`src/design/rtst_pkg.sv`:
```
// shared types and constants of the ranked top-k score table
package rtst_pkg;

  // command codes
  localparam logic [1:0] CmdAdd    = 2'd0;
  localparam logic [1:0] CmdLoad   = 2'd1;
  localparam logic [1:0] CmdSelect = 2'd2;

  // configuration register indexes
  localparam logic [1:0] CfgCapacity    = 2'd0;
  localparam logic [1:0] CfgFreshChance = 2'd1;
  localparam logic [1:0] CfgDecayMode   = 2'd2;

  localparam int unsigned CfgWidth = 7;

  // register reset values
  localparam logic [4:0] CapacityReset    = 5'd16;
  localparam logic [6:0] FreshChanceReset = 7'd10;

  // fresh test works in percent
  localparam logic [6:0] FreshRange = 7'd100;

  // ceil(2^38 / 100), exact quotient by 100 for any 31-bit word after >> 38
  localparam logic [31:0] FreshRecip = 32'hA3D70A3E;

  localparam int unsigned ScoreBits = 32;
  localparam int unsigned RandBits  = 31;

  typedef enum logic [1:0] {
    CellHold,
    CellInsert,
    CellSink
  } cell_op_e;

  typedef struct packed {
    cell_op_e                     op;
    logic signed [ScoreBits-1:0]  key_score;
  } cell_ctrl_t;

  typedef enum logic [2:0] {
    StIdle,
    StRead,
    StExec,
    StMod,
    StWalk,
    StPick,
    StSink,
    StDone
  } state_e;

endpackage

```
`src/design/rtst_cell.sv`:
```
// one table cell: holds one entry and shifts with its neighbours
module rtst_cell #(
  parameter int IDX = 0,
  parameter int IDW = 16,
  parameter int CW  = 5,
  parameter int IW  = 4
) (
  input  logic                                   clk_i,
  input  rtst_pkg::cell_ctrl_t                   ctrl_i,
  input  logic [IDW-1:0]                         key_id_i,
  input  logic [CW-1:0]                          lim_i,
  input  logic [IW-1:0]                          pos_i,
  input  logic signed [rtst_pkg::ScoreBits-1:0]  prev_score_i,
  input  logic [IDW-1:0]                         prev_id_i,
  input  logic                                   prev_flag_i,
  input  logic signed [rtst_pkg::ScoreBits-1:0]  next_score_i,
  input  logic [IDW-1:0]                         next_id_i,
  input  logic                                   next_flag_i,
  output logic                                   flag_o,
  output logic                                   eq_o,
  output logic signed [rtst_pkg::ScoreBits-1:0]  score_o,
  output logic [IDW-1:0]                         id_o
);

  localparam logic [CW:0] MyIdx = (CW+1)'(IDX);

  logic signed [rtst_pkg::ScoreBits-1:0] score_q, score_d;
  logic [IDW-1:0]                        id_q, id_d;
  logic                                  in_lim;
  logic [CW:0]                           pos_ext;

  assign in_lim  = MyIdx < {1'b0, lim_i};
  assign pos_ext = (CW+1)'(pos_i);
  assign eq_o    = in_lim && (score_q == ctrl_i.key_score);

  always_comb begin
    case (ctrl_i.op)
      rtst_pkg::CellInsert: flag_o = in_lim && (score_q >= ctrl_i.key_score);
      rtst_pkg::CellSink:   flag_o = (MyIdx > pos_ext) && in_lim &&
                                     (score_q > ctrl_i.key_score);
      default:              flag_o = 1'b0;
    endcase
  end

  always_comb begin
    score_d = score_q;
    id_d    = id_q;
    case (ctrl_i.op)
      rtst_pkg::CellInsert: begin
        // entries at or above the key stay, the slot below takes the key
        if (!flag_o && prev_flag_i) begin
          score_d = ctrl_i.key_score;
          id_d    = key_id_i;
        end else if (!flag_o) begin
          score_d = prev_score_i;
          id_d    = prev_id_i;
        end
      end
      rtst_pkg::CellSink: begin
        if (MyIdx >= pos_ext) begin
          if (next_flag_i) begin
            score_d = next_score_i;
            id_d    = next_id_i;
          end else if ((MyIdx == pos_ext) || flag_o) begin
            score_d = ctrl_i.key_score;
            id_d    = key_id_i;
          end
        end
      end
      default: begin
      end
    endcase
  end

  always_ff @(posedge clk_i) begin
    score_q <= score_d;
    id_q    <= id_d;
  end

  assign score_o = score_q;
  assign id_o    = id_q;

endmodule

```
`src/design/rtst_remdiv.sv`:
```
// bit-serial restoring remainder unit, one dividend bit a cycle
module rtst_remdiv #(
  parameter int DW = 31,
  parameter int VW = 7
) (
  input  logic          clk_i,
  input  logic          rst_ni,
  input  logic          go_i,
  input  logic [DW-1:0] dividend_i,
  input  logic [VW-1:0] divisor_i,
  output logic          done_o,
  output logic [VW-1:0] rem_o
);

  localparam int CNTW = $clog2(DW + 1);

  logic [CNTW-1:0] cnt_q, cnt_d;
  logic            done_q, done_d;
  logic [DW-1:0]   num_q, num_d;
  logic [VW-1:0]   div_q, div_d;
  logic [VW-1:0]   rem_q, rem_d;
  logic [VW:0]     shifted;
  logic [VW:0]     diff;
  logic            ge;

  assign shifted = {rem_q, num_q[DW-1]};
  assign diff    = shifted - {1'b0, div_q};
  assign ge      = shifted >= {1'b0, div_q};

  always_comb begin
    cnt_d  = cnt_q;
    done_d = 1'b0;
    num_d  = num_q;
    div_d  = div_q;
    rem_d  = rem_q;
    if (go_i) begin
      cnt_d = CNTW'(DW);
      num_d = dividend_i;
      div_d = divisor_i;
      rem_d = '0;
    end else if (cnt_q != '0) begin
      cnt_d  = cnt_q - 1'b1;
      num_d  = {num_q[DW-2:0], 1'b0};
      rem_d  = ge ? diff[VW-1:0] : shifted[VW-1:0];
      done_d = (cnt_q == CNTW'(1));
    end
  end

  always_ff @(posedge clk_i or negedge rst_ni) begin
    if (!rst_ni) begin
      cnt_q  <= '0;
      done_q <= 1'b0;
    end else begin
      cnt_q  <= cnt_d;
      done_q <= done_d;
    end
  end

  always_ff @(posedge clk_i) begin
    num_q <= num_d;
    div_q <= div_d;
    rem_q <= rem_d;
  end

  assign done_o = done_q;
  assign rem_o  = rem_q;

endmodule

```
`src/design/ranked_topk_score_table.sv`:
```
// top level of the ranked top-k score table
//
// Keeps up to MAX_ENTRIES (id, score) entries sorted highest first in a row
// of cells. A request is taken when start_i is high and busy_o low; its one
// result appears for a single cycle with done_o high and cannot be held off,
// so the receiver must take it then. For add and load the request passes
// through a read state, which reads the lowest entry and matches the score
// against every held entry, and an execute state, in which the cells below
// the insertion point shift in parallel when the entry is kept, before the
// result. Select answers fresh or picks an entry: a bit-serial remainder
// unit works out the triangular pick weight while the fresh percent comes
// from a reciprocal multiplication by the constant 100, the rank walk then
// passes one rank per cycle (at most held entries - 1), and an optional
// decay sinks the picked entry in one parallel shift. An unknown command
// answers in the next cycle.
// Configuration is written through cfg_we_i with no wait and must only be
// written while busy_o is low. The stores have no reset; only entries below
// the held count are ever used.
module ranked_topk_score_table #(
  parameter int MAX_ENTRIES = 16,
  parameter int ID_BITS     = 16
) (
  input  logic                                   clk_i,
  input  logic                                   rst_ni,
  input  logic                                   start_i,
  output logic                                   busy_o,
  input  logic [1:0]                             cmd_i,
  input  logic [ID_BITS-1:0]                     entry_id_i,
  input  logic signed [rtst_pkg::ScoreBits-1:0]  score_i,
  input  logic [rtst_pkg::RandBits-1:0]          rand_chance_i,
  input  logic [rtst_pkg::RandBits-1:0]          rand_pick_i,
  input  logic                                   cfg_we_i,
  input  logic [1:0]                             cfg_idx_i,
  input  logic [rtst_pkg::CfgWidth-1:0]          cfg_data_i,
  output logic                                   done_o,
  output logic                                   kept_o,
  output logic                                   evict_valid_o,
  output logic [ID_BITS-1:0]                     evict_id_o,
  output logic                                   fresh_o,
  output logic                                   pick_valid_o,
  output logic [ID_BITS-1:0]                     pick_id_o,
  output logic                                   best_valid_o,
  output logic [ID_BITS-1:0]                     best_id_o,
  output logic signed [rtst_pkg::ScoreBits-1:0]  best_score_o,
  output logic [$clog2(MAX_ENTRIES+1)-1:0]       entry_count_o
);

  localparam int CW = $clog2(MAX_ENTRIES + 1);
  localparam int IW = $clog2(MAX_ENTRIES);
  localparam int TW = $clog2(MAX_ENTRIES * (MAX_ENTRIES + 1) / 2 + 1);
  localparam int LW = (CW > 5) ? CW : 5;
  localparam int SB = rtst_pkg::ScoreBits;

  // state and configuration
  rtst_pkg::state_e state_q, state_d;
  logic [4:0]       cap_q;
  logic [6:0]       fresh_chance_q;
  logic             decay_q;
  logic [CW-1:0]    cnt_q;

  // latched request
  logic [1:0]              cmd_q;
  logic [ID_BITS-1:0]      id_q;
  logic signed [SB-1:0]    s_q;
  logic [rtst_pkg::RandBits-1:0] rc_q;

  // read port of the row at one chosen position
  logic [IW-1:0]           sel_q;
  logic signed [SB-1:0]    rd_score_q;
  logic [ID_BITS-1:0]      rd_id_q;
  logic                    eq_q;

  // rank walk
  logic [TW-1:0]           p_q;
  logic [CW-1:0]           w_q;
  logic [IW-1:0]           pos_q;

  // result flags
  logic                    kept_q, evict_valid_q, fresh_q, pick_valid_q;
  logic [ID_BITS-1:0]      evict_id_q, pick_id_q;

  // cell row wiring
  rtst_pkg::cell_ctrl_t    ctrl;
  logic [ID_BITS-1:0]      key_id;
  logic [CW-1:0]           lim;
  logic signed [SB-1:0]    cell_score [MAX_ENTRIES];
  logic [ID_BITS-1:0]      cell_id    [MAX_ENTRIES];
  logic [MAX_ENTRIES-1:0]  cell_flag;
  logic [MAX_ENTRIES-1:0]  cell_eq;

  // remainder of the pick weight and of the fresh percent
  logic                    rem_go;
  logic                    pick_done;
  logic [6:0]              chance_rem;
  logic [TW-1:0]           pick_rem;
  logic [2*CW-1:0]         cnt_wide;
  logic [2*CW-1:0]         tri_wide;
  logic [62:0]             recip_prod;
  logic [24:0]             quot_q;
  logic [6:0]              quot_x100;

  // insert decision
  logic                    accept;
  logic [LW-1:0]           lim_eff;
  logic [LW-1:0]           cnt_ext;
  logic                    full;
  logic                    beats_low;
  logic                    guard_ok;
  logic                    may_ins;
  logic                    do_ins;
  logic [CW-1:0]           ins_lim;
  logic                    walk_step;
  logic                    is_fresh;
  logic signed [SB-1:0]    halved;
  logic signed [SB-1:0]    mux_score;
  logic [ID_BITS-1:0]      mux_id;

  assign accept = start_i && (state_q == rtst_pkg::StIdle);
  assign busy_o = state_q != rtst_pkg::StIdle;

  // capacity clamped to 1 .. MAX_ENTRIES
  always_comb begin
    lim_eff = LW'(cap_q);
    if (cap_q == '0) begin
      lim_eff = LW'(1);
    end else if (LW'(cap_q) > LW'(MAX_ENTRIES)) begin
      lim_eff = LW'(MAX_ENTRIES);
    end
  end

  assign cnt_ext   = LW'(cnt_q);
  assign full      = !((cnt_ext < lim_eff) && (cnt_ext < LW'(MAX_ENTRIES)));
  assign beats_low = s_q > rd_score_q;
  assign guard_ok  = (cnt_q == '0) || (beats_low && !eq_q);
  assign may_ins   = (cmd_q == rtst_pkg::CmdLoad) || guard_ok;
  assign do_ins    = may_ins && (!full || beats_low);
  // a full table drops its lowest entry, so that entry's row is free
  assign ins_lim   = full ? (cnt_q - 1'b1) : cnt_q;
  assign walk_step = p_q >= TW'(w_q);
  assign is_fresh  = (chance_rem < fresh_chance_q) || (cnt_q == '0);
  // halving rounds toward zero
  assign halved    = (rd_score_q + $signed(SB'(rd_score_q[SB-1]))) >>> 1;

  assign cnt_wide = (2*CW)'(cnt_q);
  assign tri_wide = (cnt_wide * (cnt_wide + 1'b1)) >> 1;

  // quotient by 100 through the reciprocal, the remainder needs low bits only
  assign recip_prod = 63'(rc_q) * 63'(rtst_pkg::FreshRecip);
  assign quot_x100  = 7'(quot_q * 25'(rtst_pkg::FreshRange));
  assign chance_rem = rc_q[6:0] - quot_x100;

  // single read at the chosen position
  always_comb begin
    mux_score = cell_score[0];
    mux_id    = cell_id[0];
    for (int i = 0; i < MAX_ENTRIES; i++) begin
      if (sel_q == IW'(i)) begin
        mux_score = cell_score[i];
        mux_id    = cell_id[i];
      end
    end
  end

  // next state
  always_comb begin
    state_d = state_q;
    case (state_q)
      rtst_pkg::StIdle: begin
        if (start_i) begin
          if (cmd_i == rtst_pkg::CmdAdd || cmd_i == rtst_pkg::CmdLoad) begin
            state_d = rtst_pkg::StRead;
          end else if (cmd_i == rtst_pkg::CmdSelect) begin
            state_d = rtst_pkg::StMod;
          end else begin
            state_d = rtst_pkg::StDone;
          end
        end
      end
      rtst_pkg::StRead: state_d = rtst_pkg::StExec;
      rtst_pkg::StExec: state_d = rtst_pkg::StDone;
      rtst_pkg::StMod: begin
        if (pick_done) begin
          state_d = is_fresh ? rtst_pkg::StDone : rtst_pkg::StWalk;
        end
      end
      rtst_pkg::StWalk: begin
        if (!walk_step) begin
          state_d = rtst_pkg::StPick;
        end
      end
      rtst_pkg::StPick: state_d = rtst_pkg::StSink;
      rtst_pkg::StSink: state_d = rtst_pkg::StDone;
      rtst_pkg::StDone: state_d = rtst_pkg::StIdle;
      default:          state_d = rtst_pkg::StIdle;
    endcase
  end

  // cell row control and unit start
  always_comb begin
    ctrl.op        = rtst_pkg::CellHold;
    ctrl.key_score = s_q;
    key_id         = id_q;
    lim            = cnt_q;
    rem_go         = 1'b0;
    done_o         = 1'b0;
    case (state_q)
      rtst_pkg::StIdle: rem_go = accept && (cmd_i == rtst_pkg::CmdSelect);
      rtst_pkg::StExec: begin
        ctrl.op = do_ins ? rtst_pkg::CellInsert : rtst_pkg::CellHold;
        lim     = ins_lim;
      end
      rtst_pkg::StSink: begin
        ctrl.op        = decay_q ? rtst_pkg::CellSink : rtst_pkg::CellHold;
        ctrl.key_score = halved;
        key_id         = rd_id_q;
      end
      rtst_pkg::StDone: done_o = 1'b1;
      default: begin
      end
    endcase
  end

  // control registers
  always_ff @(posedge clk_i or negedge rst_ni) begin
    if (!rst_ni) begin
      state_q        <= rtst_pkg::StIdle;
      cap_q          <= rtst_pkg::CapacityReset;
      fresh_chance_q <= rtst_pkg::FreshChanceReset;
      decay_q        <= 1'b0;
      cnt_q          <= '0;
    end else begin
      state_q <= state_d;
      if (cfg_we_i) begin
        case (cfg_idx_i)
          rtst_pkg::CfgCapacity:    cap_q          <= cfg_data_i[4:0];
          rtst_pkg::CfgFreshChance: fresh_chance_q <= cfg_data_i;
          rtst_pkg::CfgDecayMode:   decay_q        <= cfg_data_i[0];
          default: begin
          end
        endcase
      end
      if (state_q == rtst_pkg::StExec && do_ins && !full) begin
        cnt_q <= cnt_q + 1'b1;
      end
    end
  end

  // request and result registers
  always_ff @(posedge clk_i) begin
    rd_score_q <= mux_score;
    rd_id_q    <= mux_id;
    eq_q       <= |cell_eq;
    quot_q     <= recip_prod[62:38];
    case (state_q)
      rtst_pkg::StIdle: begin
        if (start_i) begin
          cmd_q         <= cmd_i;
          id_q          <= entry_id_i;
          s_q           <= score_i;
          rc_q          <= rand_chance_i;
          sel_q         <= IW'(cnt_q - 1'b1);
          kept_q        <= 1'b0;
          evict_valid_q <= 1'b0;
          evict_id_q    <= '0;
          fresh_q       <= 1'b0;
          pick_valid_q  <= 1'b0;
          pick_id_q     <= '0;
        end
      end
      rtst_pkg::StExec: begin
        kept_q        <= do_ins;
        evict_valid_q <= may_ins && full;
        if (may_ins && full) begin
          evict_id_q <= beats_low ? rd_id_q : id_q;
        end
      end
      rtst_pkg::StMod: begin
        if (pick_done) begin
          fresh_q <= is_fresh;
          p_q     <= pick_rem;
          w_q     <= cnt_q;
          pos_q   <= '0;
        end
      end
      rtst_pkg::StWalk: begin
        if (walk_step) begin
          p_q   <= p_q - TW'(w_q);
          w_q   <= w_q - 1'b1;
          pos_q <= pos_q + 1'b1;
        end else begin
          sel_q <= pos_q;
        end
      end
      rtst_pkg::StSink: begin
        pick_valid_q <= 1'b1;
        pick_id_q    <= rd_id_q;
      end
      default: begin
      end
    endcase
  end

  // row of cells, each handing entries to its neighbours
  for (genvar g = 0; g < MAX_ENTRIES; g++) begin : g_cell
    logic signed [SB-1:0] prev_score, next_score;
    logic [ID_BITS-1:0]   prev_id, next_id;
    logic                 prev_flag, next_flag;

    if (g == 0) begin : g_first
      assign prev_score = ctrl.key_score;
      assign prev_id    = key_id;
      assign prev_flag  = 1'b1;
    end else begin : g_mid
      assign prev_score = cell_score[g-1];
      assign prev_id    = cell_id[g-1];
      assign prev_flag  = cell_flag[g-1];
    end

    if (g == MAX_ENTRIES - 1) begin : g_last
      assign next_score = ctrl.key_score;
      assign next_id    = key_id;
      assign next_flag  = 1'b0;
    end else begin : g_inner
      assign next_score = cell_score[g+1];
      assign next_id    = cell_id[g+1];
      assign next_flag  = cell_flag[g+1];
    end

    rtst_cell #(
      .IDX(g),
      .IDW(ID_BITS),
      .CW (CW),
      .IW (IW)
    ) u_cell (
      .clk_i        (clk_i),
      .ctrl_i       (ctrl),
      .key_id_i     (key_id),
      .lim_i        (lim),
      .pos_i        (sel_q),
      .prev_score_i (prev_score),
      .prev_id_i    (prev_id),
      .prev_flag_i  (prev_flag),
      .next_score_i (next_score),
      .next_id_i    (next_id),
      .next_flag_i  (next_flag),
      .flag_o       (cell_flag[g]),
      .eq_o         (cell_eq[g]),
      .score_o      (cell_score[g]),
      .id_o         (cell_id[g])
    );
  end

  // triangular pick weight, divisor varies with the held count
  rtst_remdiv #(
    .DW(rtst_pkg::RandBits),
    .VW(TW)
  ) u_pick (
    .clk_i      (clk_i),
    .rst_ni     (rst_ni),
    .go_i       (rem_go),
    .dividend_i (rand_pick_i),
    .divisor_i  (tri_wide[TW-1:0]),
    .done_o     (pick_done),
    .rem_o      (pick_rem)
  );

  // result ports, valid while done_o is high
  assign kept_o        = kept_q;
  assign evict_valid_o = evict_valid_q;
  assign evict_id_o    = evict_id_q;
  assign fresh_o       = fresh_q;
  assign pick_valid_o  = pick_valid_q;
  assign pick_id_o     = pick_id_q;
  assign best_valid_o  = cnt_q != '0;
  assign best_id_o     = (cnt_q != '0) ? cell_id[0] : '0;
  assign best_score_o  = (cnt_q != '0) ? cell_score[0] : '0;
  assign entry_count_o = cnt_q;

endmodule
```
`config.mk`:
```
export PLATFORM = sky130hd
export DESIGN_NAME = ranked_topk_score_table
export DESIGN_NICKNAME = d
export VERILOG_FILES = /design/src/design/rtst_pkg.sv /design/src/design/rtst_cell.sv /design/src/design/rtst_remdiv.sv /design/src/design/ranked_topk_score_table.sv
export SDC_FILE = /design/constraint.sdc
export NUM_CORES = 2
export LEC_CHECK = 0
export BUFFER_PORTS_ARGS = -buffer_cell sky130_fd_sc_hd__buf_2
export CORE_UTILIZATION = 35
export CTS_CLUSTER_SIZE = 40
export DETAILED_ROUTE_END_ITERATION = 6
export PLACE_DENSITY_LB_ADDON = 0.05
export SYNTH_ARGS = -nofsm -noshare
export SYNTH_HDL_FRONTEND = slang
export SYNTH_SLANG_ARGS = --single-unit
```
`constraint.sdc`:
```
create_clock -name clk_i -period 10.26 [get_ports clk_i]
set_clock_uncertainty 0.15 [all_clocks]
set_input_delay 1.026 -clock clk_i [delete_from_list [all_inputs] [get_ports clk_i]]
set_output_delay 1.026 -clock clk_i [all_outputs]
set_load 0.005 [all_outputs]
```
==> flow_metrics.py <==
metrics = {
    "sta": {
        "grt_setup_unrepaired": "false",
        "slew_viol_final": 7,
        "finalSetupTns_ps": 0,
        "worst_hold_slack_ps": 121.9,
        "fin_crit_sh": 0.8334,
        "tightestPinTransition_ps": 1572,
        "setup-violations-final": 0,
        "slew_headroom": -0.04789,
        "finalCriticalPeriod_ps": 8551,
        "finalHoldViolCount": 0,
        "fmax_mhz": 117.0,
    },
    "die": {
        "ioPinCount": 217,
        "start_util": 0.3529,
        "core_area_mm2": 0.2576,
        "die_x_um": 511.7,
        "die_y_um": 511.7,
        "fp-row-count": 186,
        "dieArea_mm2": 0.2618,
    },
    "power_and_ir_drop": {
        "p_leak_nw": 40.44,
        "cellPowerDensity_mw_per_mm2": 199.1,
        "comb_power_share": 0.418,
        "p_sw_mw": 8.324,
        "switching_share": 0.4103,
        "intPower_mw": 11.96,
        "pwr-share-clk": 0.262,
        "ir_worst_vdd_mv": 0.3271,
        "finalPower_mw": 20.29,
        "pwr-share-seq": 0.321,
    },
    "clock_tree": {
        "cts.sinks": 1034,
        "ctsHtreeMaxLevel": 4,
        "clockBufferDepth": 4,
        "clock_latency_ps": 860,
        "cts_tree": "built",
        "cts_root_buf": "clkbuf_16",
        "cts-resized-gates": 0,
        "hold_buffers": 0,
        "numCtsBuffers": 153,
        "cts_setup_buffers": 0,
        "clk_pin_slew_ps": 50,
    },
    "routing": {
        "post_drt_wl_per_cell_um": 30.34,
        "drc_errors": 0,
        "num_vias": 75940,
        "drt-total-wl_um": 393600,
        "drtPass1Iterations": 6,
        "via_per_inst": 5.853,
        "drt-initial-drc-count": 6001,
        "postRouteAntennaNets": 0,
    },
    "cells_and_area": {
        "fin_area_mm2": 0.1019,
        "layout.cells.non_filler": 12970,
        "syn_to_final_growth_pct": 12.09,
        "layout-drive-gt1-share": 0.1068,
        "nets": 10550,
    },
    "grt": {
        "grt_antenna_before_repair": 38,
        "grt_util_met3": 0.03160,
        "grt_use_met1": 0.3388,
        "grt_pass1_vias": 76970,
        "busiest_layer": "met2",
        "grt_pass1_wl_um": 561800,
        "grtUsageMet2": 0.5071,
        "grt_remaining_overflow": 0,
        "grt_use_total": 0.2929,
        "grt_max_degree": 160,
    },
    "setup_path": {
        "critPathCaptureType": "flop",
        "worstSetupPathType": "reg2reg",
        "r2r_slack_ps": 1710,
        "r2r_end": "g_cell[4].u_cell.score_o[19]",
        "crit_fanout": 48,
        "cp-start-kind": "flop",
        "reg2reg_depth": 21,
        "cp.arrival_ps": 8920,
        "r2r_start": "rd_score_q[31]",
        "cp_data_required_time_ps": 10630,
    },
    "synth": {
        "syn_inst": 9243,
        "synth_seq_cells": 1034,
        "synthesis.area_mm2": 0.09091,
        "syn_nets": 10540,
        "synth_edf_count": 945,
        "yosys.cell_types.count": 97,
        "ys_seq_area_frac": 0.3333,
        "async_reset_ff_frac": 0.02611,
        "synthFlopType": "edfxtp_1",
        "synth_area_per_cell_um2": 9.836,
        "ys_warn_count": 0,
    },
    "outcome": {
        "status": "complete, but fails checks",
        "violations": "max-capacitance violations, max-slew violations",
    },
    "run": {
        "cap_violations": 1,
    },
    "place": {
        "place_hpwl_um": 292100,
        "dp.cells": 12480,
        "place_area_mm2": 0.09655,
        "io_buffers": 216,
        "place.gp.congestion": 0.9461,
    },
    "min_path": {
        "hold_class": "in2async",
    },
}
-- cell families after synthesis --
| kind of cell | count (synthesis) | share of synthesized area |
|---|---|---|
| adders and majority gates | 1170 | 0.1870 |
| AOI/OAI and AO/OA | 2277 | 0.1621 |
| muxes | 1235 | 0.1392 |
| and+or+nand+nor | 2016 | 0.1084 |
| xor gates and xnor gates | 90 | 0.008671 |
| DFF | 1034 | 0.3333 |
| buffers and inverters | 1421 | 0.06142 |
-- state kept, by name, indices dropped and copies added, names as in the netlist, 31 cells and up --
signal	count
g_cell.u_cell.score_o	512
rc_q	31
u_pick.num_q	31
s_q	32
g_cell.u_cell.id_o	256
rd_score_q	32
-- stage by stage --
stage	worst slack [ps]	util
global placement	2087	0.3745
finish	1709	0.3956
floorplan	907.4	-
CTS	1945	0.3934
detailed placement	1990	0.3748
global route	1587	0.3953
-- cell usage after synthesis, types with 137 or more instances --
cell      count  share of area
edfxtp_1    945           0.31
o211ai_1    137          0.011
nor2_1      495          0.020
inv_1       755          0.031
fa_1        314          0.069
a21oi_1     642          0.035
a221o_1     176          0.019
mux2i_1    1093           0.12
o21ai_0     574          0.032
ha_1        856           0.12
clkbuf_1    494          0.020
nand3_1     147         0.0081
nor3b_1     166          0.014
nand2_1     626          0.026
-- how the worst max path moves through the flow --
stage	startpoint	to	slack, ps	cells past startpoint
floorplan	rd_score_q[31]	g_cell[2].u_cell.id_o[0]	910	19
global placement	rd_score_q[31]	g_cell[4].u_cell.id_o[7]	2090	21
detailed placement	rd_score_q[31]	g_cell[4].u_cell.score_o[13]	1990	21
CTS	rd_score_q[31]	g_cell[4].u_cell.score_o[7]	1940	21
global route	rd_score_q[31]	g_cell[9].u_cell.score_o[18]	1590	24
finish	rd_score_q[31]	g_cell[4].u_cell.score_o[19]	1710	21
-- metal layers --
layer	part of all wire	wire, um	vias to the layer above
li1	-	-	34290
met1	0.39	153400	38480
met2	0.49	193900	2378
met3	0.042	16370	786
met4	0.076	29920	6
met5	0.00010	40	-
-- area by class of cell --
cell class | count | area [um^2]
repair buffers | 510 | 3545
multi-input cells | 6788 | 55590
flip-flops and latches | 1034 | 30300
well taps | 3384 | 4234
diodes | 226 | 565.5
fillers | 25640 | 155700
inverters | 766 | 2880
clock buffers | 215 | 4352
clock inverters | 51 | 440.4
-- critical path: stages, from the launching register on --
cell	delay, ps
dfxtp_1	460
inv_1	80
ha_1	360
nand4_1	110
or2_2	300
nor4_1	780
o211a_1	290
a21oi_1	90
and2_1	190
a211oi_4	570
nand2b_1	240
a21oi_1	220
ha_1	460
nand2b_1	430
nor3_1	690
a31oi_1	260
a311oi_4	520
buf_4	530
nor2b_4	240
buf_4	840
mux2i_1	270
mux2i_1	90
-- cells in the final DEF (no fill, tap or decap), types with 123 or more instances in the layout --
cell,count
ha_1,855
o211ai_1,137
fa_1,314
a21oi_1,640
clkbuf_16,161
nor2_1,483
a211oi_1,123
buf_2,216
nand2_1,618
inv_1,752
diode_2,226
edfxtp_1,945
mux2i_1,1093
a221o_1,176
mux2_2,132
buf_4,270
nand3_1,146
nor3b_1,165
o21ai_0,524
-- power by group through the flow --
stage	sequential [mW]	combinational, mW	clock [mW]
final	6.51	8.47	5.31
after floorplan	6.18	5.40	0
after global routing	6.58	9.41	5.56
after detailed placement	6.58	8.42	0
after CTS	6.51	8.50	5.42
after global placement	6.60	8.34	0
Note: power is estimated with default switching activity, not from simulation.
